<file path="src/rtl/ffba_pkg.sv">
`timescale 1ns / 1ps
package ffba_pkg;

  typedef enum logic [1:0] {
    KIND_ALLOC     = 2'd0,
    KIND_FREE      = 2'd1,
    KIND_FREE_OWN  = 2'd2,
    KIND_NONE      = 2'd3
  } kind_t;

  typedef enum logic [1:0] {
    ST_OK        = 2'd0,
    ST_NO_SPACE  = 2'd1,
    ST_NOT_START = 2'd2,
    ST_OWNER_0   = 2'd3
  } status_t;

  typedef enum logic [3:0] {
    S_IDLE,
    S_CLEAR,
    S_A_RD,
    S_A_CHK,
    S_A_MARK,
    S_F_RD,
    S_F_CHK,
    S_R_WR,
    S_O_RD,
    S_O_CHK,
    S_OUT
  } fsm_t;

  localparam int FIRST_W  = 6;
  localparam int OFFSET_W = 14;
  localparam int COUNT_W  = 7;

endpackage

</file>
<file path="src/rtl/first_fit_block_allocator.sv">
`timescale 1ns / 1ps
// First-fit contiguous block allocator.
// s_axis carries one request: tuser = kind, tdata = {start_block, owner,
// request_bytes}. m_axis returns one result per request: tuser = status,
// tdata = {block_count, payload_offset, first_block}.
// Allocate scans the block table from block 0 and grants the first run of
// free blocks long enough for payload plus header; free by start block
// releases one allocation; free by owner releases all of one owner.
// All state sits in one entry-per-block RAM (busy, run length, owner) with
// one read port; a scan reads each block's entry in a read state and checks
// it in the check state after it, one block at a time, and the write-back
// then rewrites the granted or released blocks one by one.
// One request is in work at a time. The result sits in an output register
// and s_axis_tready stays low until it is taken, so a stalled receiver
// holds the block.
// After rst a clearing pass writes every entry free;
// no request is accepted during it.
module first_fit_block_allocator #(
  parameter int NUM_BLOCKS   = 64,
  parameter int BLOCK_BYTES  = 256,
  parameter int HEADER_BYTES = 16
) (
  input  logic        clk,
  input  logic        rst,
  input  logic        s_axis_tvalid,
  output logic        s_axis_tready,
  input  logic [31:0] s_axis_tdata,  // request_bytes[15:0], owner[23:16], start_block[29:24]
  input  logic [1:0]  s_axis_tuser,  // kind
  output logic        m_axis_tvalid,
  input  logic        m_axis_tready,
  output logic [31:0] m_axis_tdata,  // first_block[5:0], payload_offset[19:6], block_count[26:20]
  output logic [1:0]  m_axis_tuser   // status
);
  import ffba_pkg::*;

  localparam int AW = $clog2(NUM_BLOCKS);
  localparam int CW = $clog2(NUM_BLOCKS + 1);
  localparam int EW = 1 + CW + 8;
  localparam int NW = 17 + $clog2(NUM_BLOCKS + 1) + $clog2(BLOCK_BYTES + 1);

  fsm_t state, state_next;

  logic [1:0]  kind;
  logic [15:0] req;
  logic [7:0]  own;

  logic [AW-1:0] idx;        // scan position
  logic          idx_last;
  logic [AW-1:0] wptr;       // write-back position
  logic [CW-1:0] num;        // free run length / blocks left to write
  logic [NW-1:0] cap;        // num * BLOCK_BYTES
  logic [AW-1:0] start;
  logic [CW-1:0] total;
  logic [1:0]    st_r;

  logic          we;
  logic [AW-1:0] waddr, raddr;
  logic [EW-1:0] wdata, rdata;
  logic          e_busy;
  logic [CW-1:0] e_len;
  logic [7:0]    e_own;
  logic [NW-1:0] need;
  logic          fit;

  assign e_busy = rdata[EW-1];
  assign e_len  = rdata[8 +: CW];
  assign e_own  = rdata[7:0];
  assign need   = NW'(req) + NW'(HEADER_BYTES);
  assign idx_last = (idx == AW'(NUM_BLOCKS - 1));
  assign fit    = !e_busy && (need <= cap + NW'(BLOCK_BYTES));

  ffba_ram #(.WIDTH(EW), .DEPTH(NUM_BLOCKS)) u_tbl (
    .clk, .we, .waddr, .wdata, .raddr, .rdata
  );

  // result payload
  logic [FIRST_W-1:0]  r_first;
  logic [OFFSET_W-1:0] r_off;
  logic [COUNT_W-1:0]  r_cnt;
  assign m_axis_tdata  = {5'd0, r_cnt, r_off, r_first};
  assign m_axis_tuser  = st_r;
  assign m_axis_tvalid = (state == S_OUT);
  assign s_axis_tready = (state == S_IDLE);
  assign raddr = idx;

  // next state and table writes
  always_comb begin
    state_next = state;
    we    = 1'b0;
    waddr = wptr;
    wdata = '0;
    unique case (state)
      S_CLEAR: begin
        we = 1'b1;
        if (wptr == AW'(NUM_BLOCKS - 1)) state_next = S_IDLE;
      end
      S_IDLE: begin
        if (s_axis_tvalid) begin
          unique case (kind_t'(s_axis_tuser))
            KIND_ALLOC:    state_next = S_A_RD;
            KIND_FREE:     state_next = (32'(s_axis_tdata[29:24]) >= NUM_BLOCKS) ?
                                        S_OUT : S_F_RD;
            KIND_FREE_OWN: state_next = (s_axis_tdata[23:16] == 8'd0) ? S_OUT : S_O_RD;
            default:       state_next = S_OUT;
          endcase
        end
      end
      S_A_RD:  state_next = S_A_CHK;
      S_A_CHK: begin
        if (!e_busy && need <= cap + NW'(BLOCK_BYTES)) state_next = S_A_MARK;
        else if (idx_last) state_next = S_OUT;
        else state_next = S_A_RD;
      end
      S_A_MARK: begin
        we = 1'b1;
        wdata = (wptr == start) ? {1'b1, num, own} : {1'b1, CW'(0), 8'd0};
        if (wptr == idx) state_next = S_OUT;
      end
      S_F_RD:  state_next = S_F_CHK;
      S_F_CHK: begin
        if (e_busy && e_len != '0) state_next = S_R_WR;
        else state_next = S_OUT;
      end
      S_R_WR: begin
        if (num != '0 && 32'(wptr) < NUM_BLOCKS) begin
          we = 1'b1;
        end else if (kind == KIND_FREE || idx_last) begin
          state_next = S_OUT;
        end else begin
          state_next = S_O_RD;
        end
      end
      S_O_RD:  state_next = S_O_CHK;
      S_O_CHK: begin
        if (e_busy && e_len != '0 && e_own == own) state_next = S_R_WR;
        else if (idx_last) state_next = S_OUT;
        else state_next = S_O_RD;
      end
      S_OUT: if (m_axis_tready) state_next = S_IDLE;
      default: state_next = S_IDLE;
    endcase
  end

  always_ff @(posedge clk) begin
    if (rst) state <= S_CLEAR;
    else     state <= state_next;
  end

  // datapath registers
  always_ff @(posedge clk) begin
    if (rst) begin
      wptr <= '0;
    end else begin
      unique case (state)
        S_CLEAR: wptr <= wptr + AW'(1);
        S_IDLE: if (s_axis_tvalid) begin
          kind <= s_axis_tuser;
          req  <= s_axis_tdata[15:0];
          own  <= s_axis_tdata[23:16];
          idx  <= (kind_t'(s_axis_tuser) == KIND_FREE) ? AW'(s_axis_tdata[29:24]) : '0;
          num  <= '0;
          cap  <= '0;
          total <= '0;
          r_first <= '0;
          r_off   <= '0;
          r_cnt   <= '0;
          unique case (kind_t'(s_axis_tuser))
            KIND_FREE:     st_r <= ST_NOT_START;
            KIND_FREE_OWN: st_r <= (s_axis_tdata[23:16] == 8'd0) ? ST_OWNER_0 : ST_OK;
            KIND_ALLOC:    st_r <= ST_NO_SPACE;
            default:       st_r <= ST_OK;
          endcase
        end
        S_A_CHK: begin
          if (e_busy) begin
            num <= '0;
            cap <= '0;
          end else begin
            num <= num + CW'(1);
            cap <= cap + NW'(BLOCK_BYTES);
            if (need <= cap + NW'(BLOCK_BYTES)) begin
              start <= idx + AW'(1) - AW'(num + CW'(1));
              wptr  <= idx + AW'(1) - AW'(num + CW'(1));
              st_r  <= ST_OK;
              r_first <= FIRST_W'(idx + AW'(1) - AW'(num + CW'(1)));
              r_off   <= OFFSET_W'(32'(idx + AW'(1) - AW'(num + CW'(1))) * BLOCK_BYTES
                                   + HEADER_BYTES);
              r_cnt   <= COUNT_W'(num + CW'(1));
            end
          end
          // hold the scan position on a grant so it marks the run end
          if (!idx_last && !fit) idx <= idx + AW'(1);
        end
        S_A_MARK: wptr <= wptr + AW'(1);
        S_F_CHK: begin
          if (e_busy && e_len != '0) begin
            st_r <= ST_OK;
            num  <= e_len;
            wptr <= idx;
          end
        end
        S_O_CHK: begin
          if (e_busy && e_len != '0 && e_own == own) begin
            num  <= e_len;
            wptr <= idx;
          end else if (!idx_last) begin
            idx <= idx + AW'(1);
          end
        end
        S_R_WR: begin
          if (num != '0 && 32'(wptr) < NUM_BLOCKS) begin
            num   <= num - CW'(1);
            total <= total + CW'(1);
            r_cnt <= COUNT_W'(total + CW'(1));
            if (wptr != AW'(NUM_BLOCKS - 1)) wptr <= wptr + AW'(1);
            else wptr <= wptr;
            if (wptr == AW'(NUM_BLOCKS - 1)) num <= '0;
          end else if (kind != KIND_FREE && !idx_last) begin
            idx <= idx + AW'(1);
          end
        end
        default: ;
      endcase
    end
  end
endmodule

</file>
<file path="src/rtl/ffba_ram.sv">
`timescale 1ns / 1ps
module ffba_ram #(
  parameter int WIDTH = 8,
  parameter int DEPTH = 64
) (
  input  logic                     clk,
  input  logic                     we,
  input  logic [$clog2(DEPTH)-1:0] waddr,
  input  logic [WIDTH-1:0]         wdata,
  input  logic [$clog2(DEPTH)-1:0] raddr,
  output logic [WIDTH-1:0]         rdata
);
  logic [WIDTH-1:0] mem [DEPTH];

  // write port and registered read port
  always_ff @(posedge clk) begin
    if (we) mem[waddr] <= wdata;
    rdata <= mem[raddr];
  end
endmodule

</file>
<file path="config.mk">
export PLATFORM = sky130hd
export DESIGN_NAME = first_fit_block_allocator
export DESIGN_NICKNAME = d
export VERILOG_FILES = /design/src/rtl/ffba_pkg.sv /design/src/rtl/first_fit_block_allocator.sv /design/src/rtl/ffba_ram.sv
export SDC_FILE = /design/constraint.sdc
export NUM_CORES = 1
export LEC_CHECK = 0
export BUFFER_PORTS_ARGS = -buffer_cell sky130_fd_sc_hd__buf_2
export CORE_ASPECT_RATIO = 2
export CORE_MARGIN = 2
export CORE_UTILIZATION = 44
export CTS_CLUSTER_SIZE = 24
export DETAILED_ROUTE_END_ITERATION = 16
export GPL_ROUTABILITY_DRIVEN = 1
export SETUP_SLACK_MARGIN = 0.15
export SLEW_MARGIN = 20
export SYNTH_ARGS = -nofsm -noshare
export SYNTH_HDL_FRONTEND = slang
export SYNTH_SLANG_ARGS = --single-unit
</file>
<file path="constraint.sdc">
create_clock -name clk -period 11.05 [get_ports clk]
set_clock_uncertainty 0.15 [all_clocks]
set_input_delay 0 -clock clk [delete_from_list [all_inputs] [get_ports clk]]
set_output_delay 0 -clock clk [all_outputs]
set_load 0.05 [all_outputs]
</file>
==> results.json <==
{
  "fin_ws_ns": 6.51,
  "maxCapViolations": 0,
  "p_leak_nw": 14.6,
  "cts_setup_buffers": 0,
  "hold_viol": 0,
  "cts_tree": "built",
  "status": "completed",
  "place_ws_ns": 6.48,
  "root_buffer": "clkbuf_16",
  "grt_pass1_vias": 24100,
  "cp_max_fo": 7,
  "cts_buffers": 93,
  "cp_top_family": "simple AND/OR/NAND/NOR gates",
  "ff2ff_path_depth": 13,
  "worst_slew_pin_slew_ns": 1.12,
  "antenna_found_initial": 2,
  "synth.top_cell.area_share_pct": 72.7,
  "postRouteAntennaNets": 0,
  "layout_common_cells": "edfxtp_1 (1122), mux4_2 (336), nor2_1 (138)",
  "first_pass_iters": 5,
  "synth-edff-count": 1122,
  "holdPathStages": 4,
  "fin_setup_tns_ns": 0,
  "die_area_sq_mm": 0.108,
  "post-route-period-util_pct": 41.1,
  "clk_latency_ns": 0.69,
  "initial_core_util_pct": 44.3,
  "area_delta_synth_final_pct": 12.6,
  "crit_buf_inv": 0,
  "hpwl_um": 68500,
  "drt_iter0_markers": 1939,
  "drc": 0,
  "final_core_util_pct": 49.9,
  "post_synth.cell_area_avg_sq_um": 20.7,
  "critical_path.slowest_cell": "nor2_1",
  "holdCritPathClass": "in -> reg",
  "num_rows": 168,
  "core_region_area_sq_mm": 0.105,
  "min_from": "s_axis_tdata[26]",
  "critical_path_required_ns": 11.25,
  "synth-seq-area-share_pct": 73.8,
  "cp-start-kind": "flip-flop",
  "hold_end": "idx[2]$_DFFE_PP_",
  "ir_drop_mv": 0.116,
  "die_h_um": 463,
  "vias": 22700,
  "clock-sinks": 1148,
  "rsz0062_at_grt": "false",
  "ys_ff_latch": 1148,
  "worst_r2r_endpoint": "idx[3]$_DFFE_PP_",
  "grt_pass1_wl_um": 164000,
  "finalMaxSlewViolations": 0,
  "path_class": "reg -> reg",
  "fin_crit_ns": 4.54,
  "reg2reg_setup_slack_ns": 6.51,
  "critPathLaunch": "cap[10]$_SDFFCE_PP0P_",
  "post_route_cells_drive_above_1_share_pct": 26.4,
  "nNetsFinal": 2498,
  "synth_area_leaders": "edfxtp_1 (73%), mux4_2 (16%), nor2_1 (1.1%)",
  "synth_area_leader_cell": "edfxtp_1",
  "cts_max_path_buffers": 3,
  "synthesis.area_sq_mm": 0.0464,
  "timing.fmax_mhz": 220,
  "wl_um": 114000,
  "crit_chain": "nand4_1 -> nor2_1 -> nand3_1 -> xor2_1 -> ha_1 -> nand4_1 -> nor2_1 -> a221o_1 -> nand4_1 -> nor4_1 -> o211a_1 -> nand2b_1 -> and4_1",
  "synth_cell_types": 73,
  "timing.rr.start": "cap[10]$_SDFFCE_PP0P_",
  "place_congestion": 0.878,
  "cp.arrival_ns": 4.74,
  "slowest_delay_ns": 0.52,
  "layout_commonest_cell": "edfxtp_1",
  "power.density_mw_per_mm2": 175,
  "async_flop_share_pct": 0,
  "setup_violations": 0,
  "grt_max_degree": 136,
  "cpMostUsedCell": "nand4_1",
  "h-tree-depth": 3,
  "wl_per_cell_um": 29.5,
  "io_buffers": 59,
  "die_x_um": 234,
  "post_cts_resized": 0,
  "holdBufCountCts": 65,
  "synth-main-ff-cell": "edfxtp_1",
  "synthCells": 2243,
  "slew_headroom_pct": 25.0,
  "clk_pin_slew_ns": 0.07,
  "vias_per_cell": 5.87,
  "grt_usage_pct": 21.3,
  "top_level_ports": 74,
  "grt_overflow": 0,
  "cp-end-kind": "flip-flop",
  "yosysWarnings": 0
}
[cell type report]
type,count,area (sq um)
diodes,1,2.50
clock buffers,120,2460
clock inverters,54,513
fillers,8311,52500
inverters,26,98.8
multi-input cells,943,11600
flip-flops and latches,1148,34200
well taps,1360,1700
repair buffers,215,1680
[tightest hold or removal path, stage by stage]
cell and delay, ns:
dlygate4sd3_1 0.54, buf_2 0.11, nand3_1 0.06, nand2_1 0.08
[stage by stage]
stage               hold slack (ns)  area, sq um  cells  power (mW)
floorplan                   -0.0511        46400   2254        5.62
global placement             0.0309        48600   3626        5.88
detailed placement           0.0299        48600   3627        5.91
CTS                         0.00720        52200   3866        9.22
global route                 0.0646        52200   3867        9.42
finish                       0.0496        52200   3867        9.14
[report_power, final]
group          internal (mW)  switching, mW  total [mW]
Clock                   1.79           1.52        3.32
Combinational          0.293          0.460       0.754
Sequential              4.97          0.106        5.07
[cell usage after synthesis, types with 8 or more instances]
cell type  count
or3_1         14
inv_1         26
nor3_1        11
buf_2         21
nand3_1       39
ha_1          31
mux4_2       336
buf_1         29
dfxtp_1       26
and3_1        10
o22ai_1       10
and2_1        21
nand2b_1       9
nand4_1       16
o21ai_0       16
xnor2_1       49
buf_4         13
nand2_1       40
xor2_1        36
nor2b_1        8
clkbuf_1      73
nor2_1       139
a21oi_1       29
edfxtp_1    1122
nor4_1         8
a31oi_1        8
[kinds of logic (layout without fill, tap and decap cells)]
| family | Yosys count | count (layout) | synth area share, % |
|---|---|---|---|
| buf+inv | 163 | 415 | 1.50 |
| fa+ha+maj | 33 | 33 | 0.923 |
| mux | 338 | 338 | 16.4 |
| xor+xnor | 85 | 85 | 1.61 |
| simple gates | 351 | 351 | 3.87 |
| flops | 1148 | 1148 | 73.8 |
| other cells | 1 | 13 | 0.00809 |
| compound gates | 124 | 124 | 1.94 |
[worst max path at each step]
| stage | cells after the start | slack (ns) | endpoint |
|---|---|---|---|
| global placement | 13 | 6.52 | idx[1]$_DFFE_PP_ |
| floorplan | 7 | 7.17 | r_first[0]$_SDFFCE_PN0P_ |
| global route | 13 | 6.21 | idx[3]$_DFFE_PP_ |
| detailed placement | 13 | 6.48 | idx[1]$_DFFE_PP_ |
| CTS | 13 | 6.47 | idx[3]$_DFFE_PP_ |
| finish | 13 | 6.51 | idx[3]$_DFFE_PP_ |
[flip-flops by register name (all words and copies together) (netlist names)]
name / flops
cap: 25
idx: 6
kind: 2
m_axis_tuser: 2
num: 7
own: 8
r_cnt: 7
r_first: 6
r_off: 6
req: 16
start: 6
state: 4
total: 7
u_tbl.mem: 1024
u_tbl.rdata: 16
waddr: 6
[per-layer routing]
metal	share of wire, %	global-route usage [%]	up-vias
met3	4.2	2.80	236
met4	5.0	9.87	2
met2	57	40.6	702
li1	-	-	9587
met1	34	22.9	12200
met5	0.016	0	-
(Power assumes the default switching activity.)
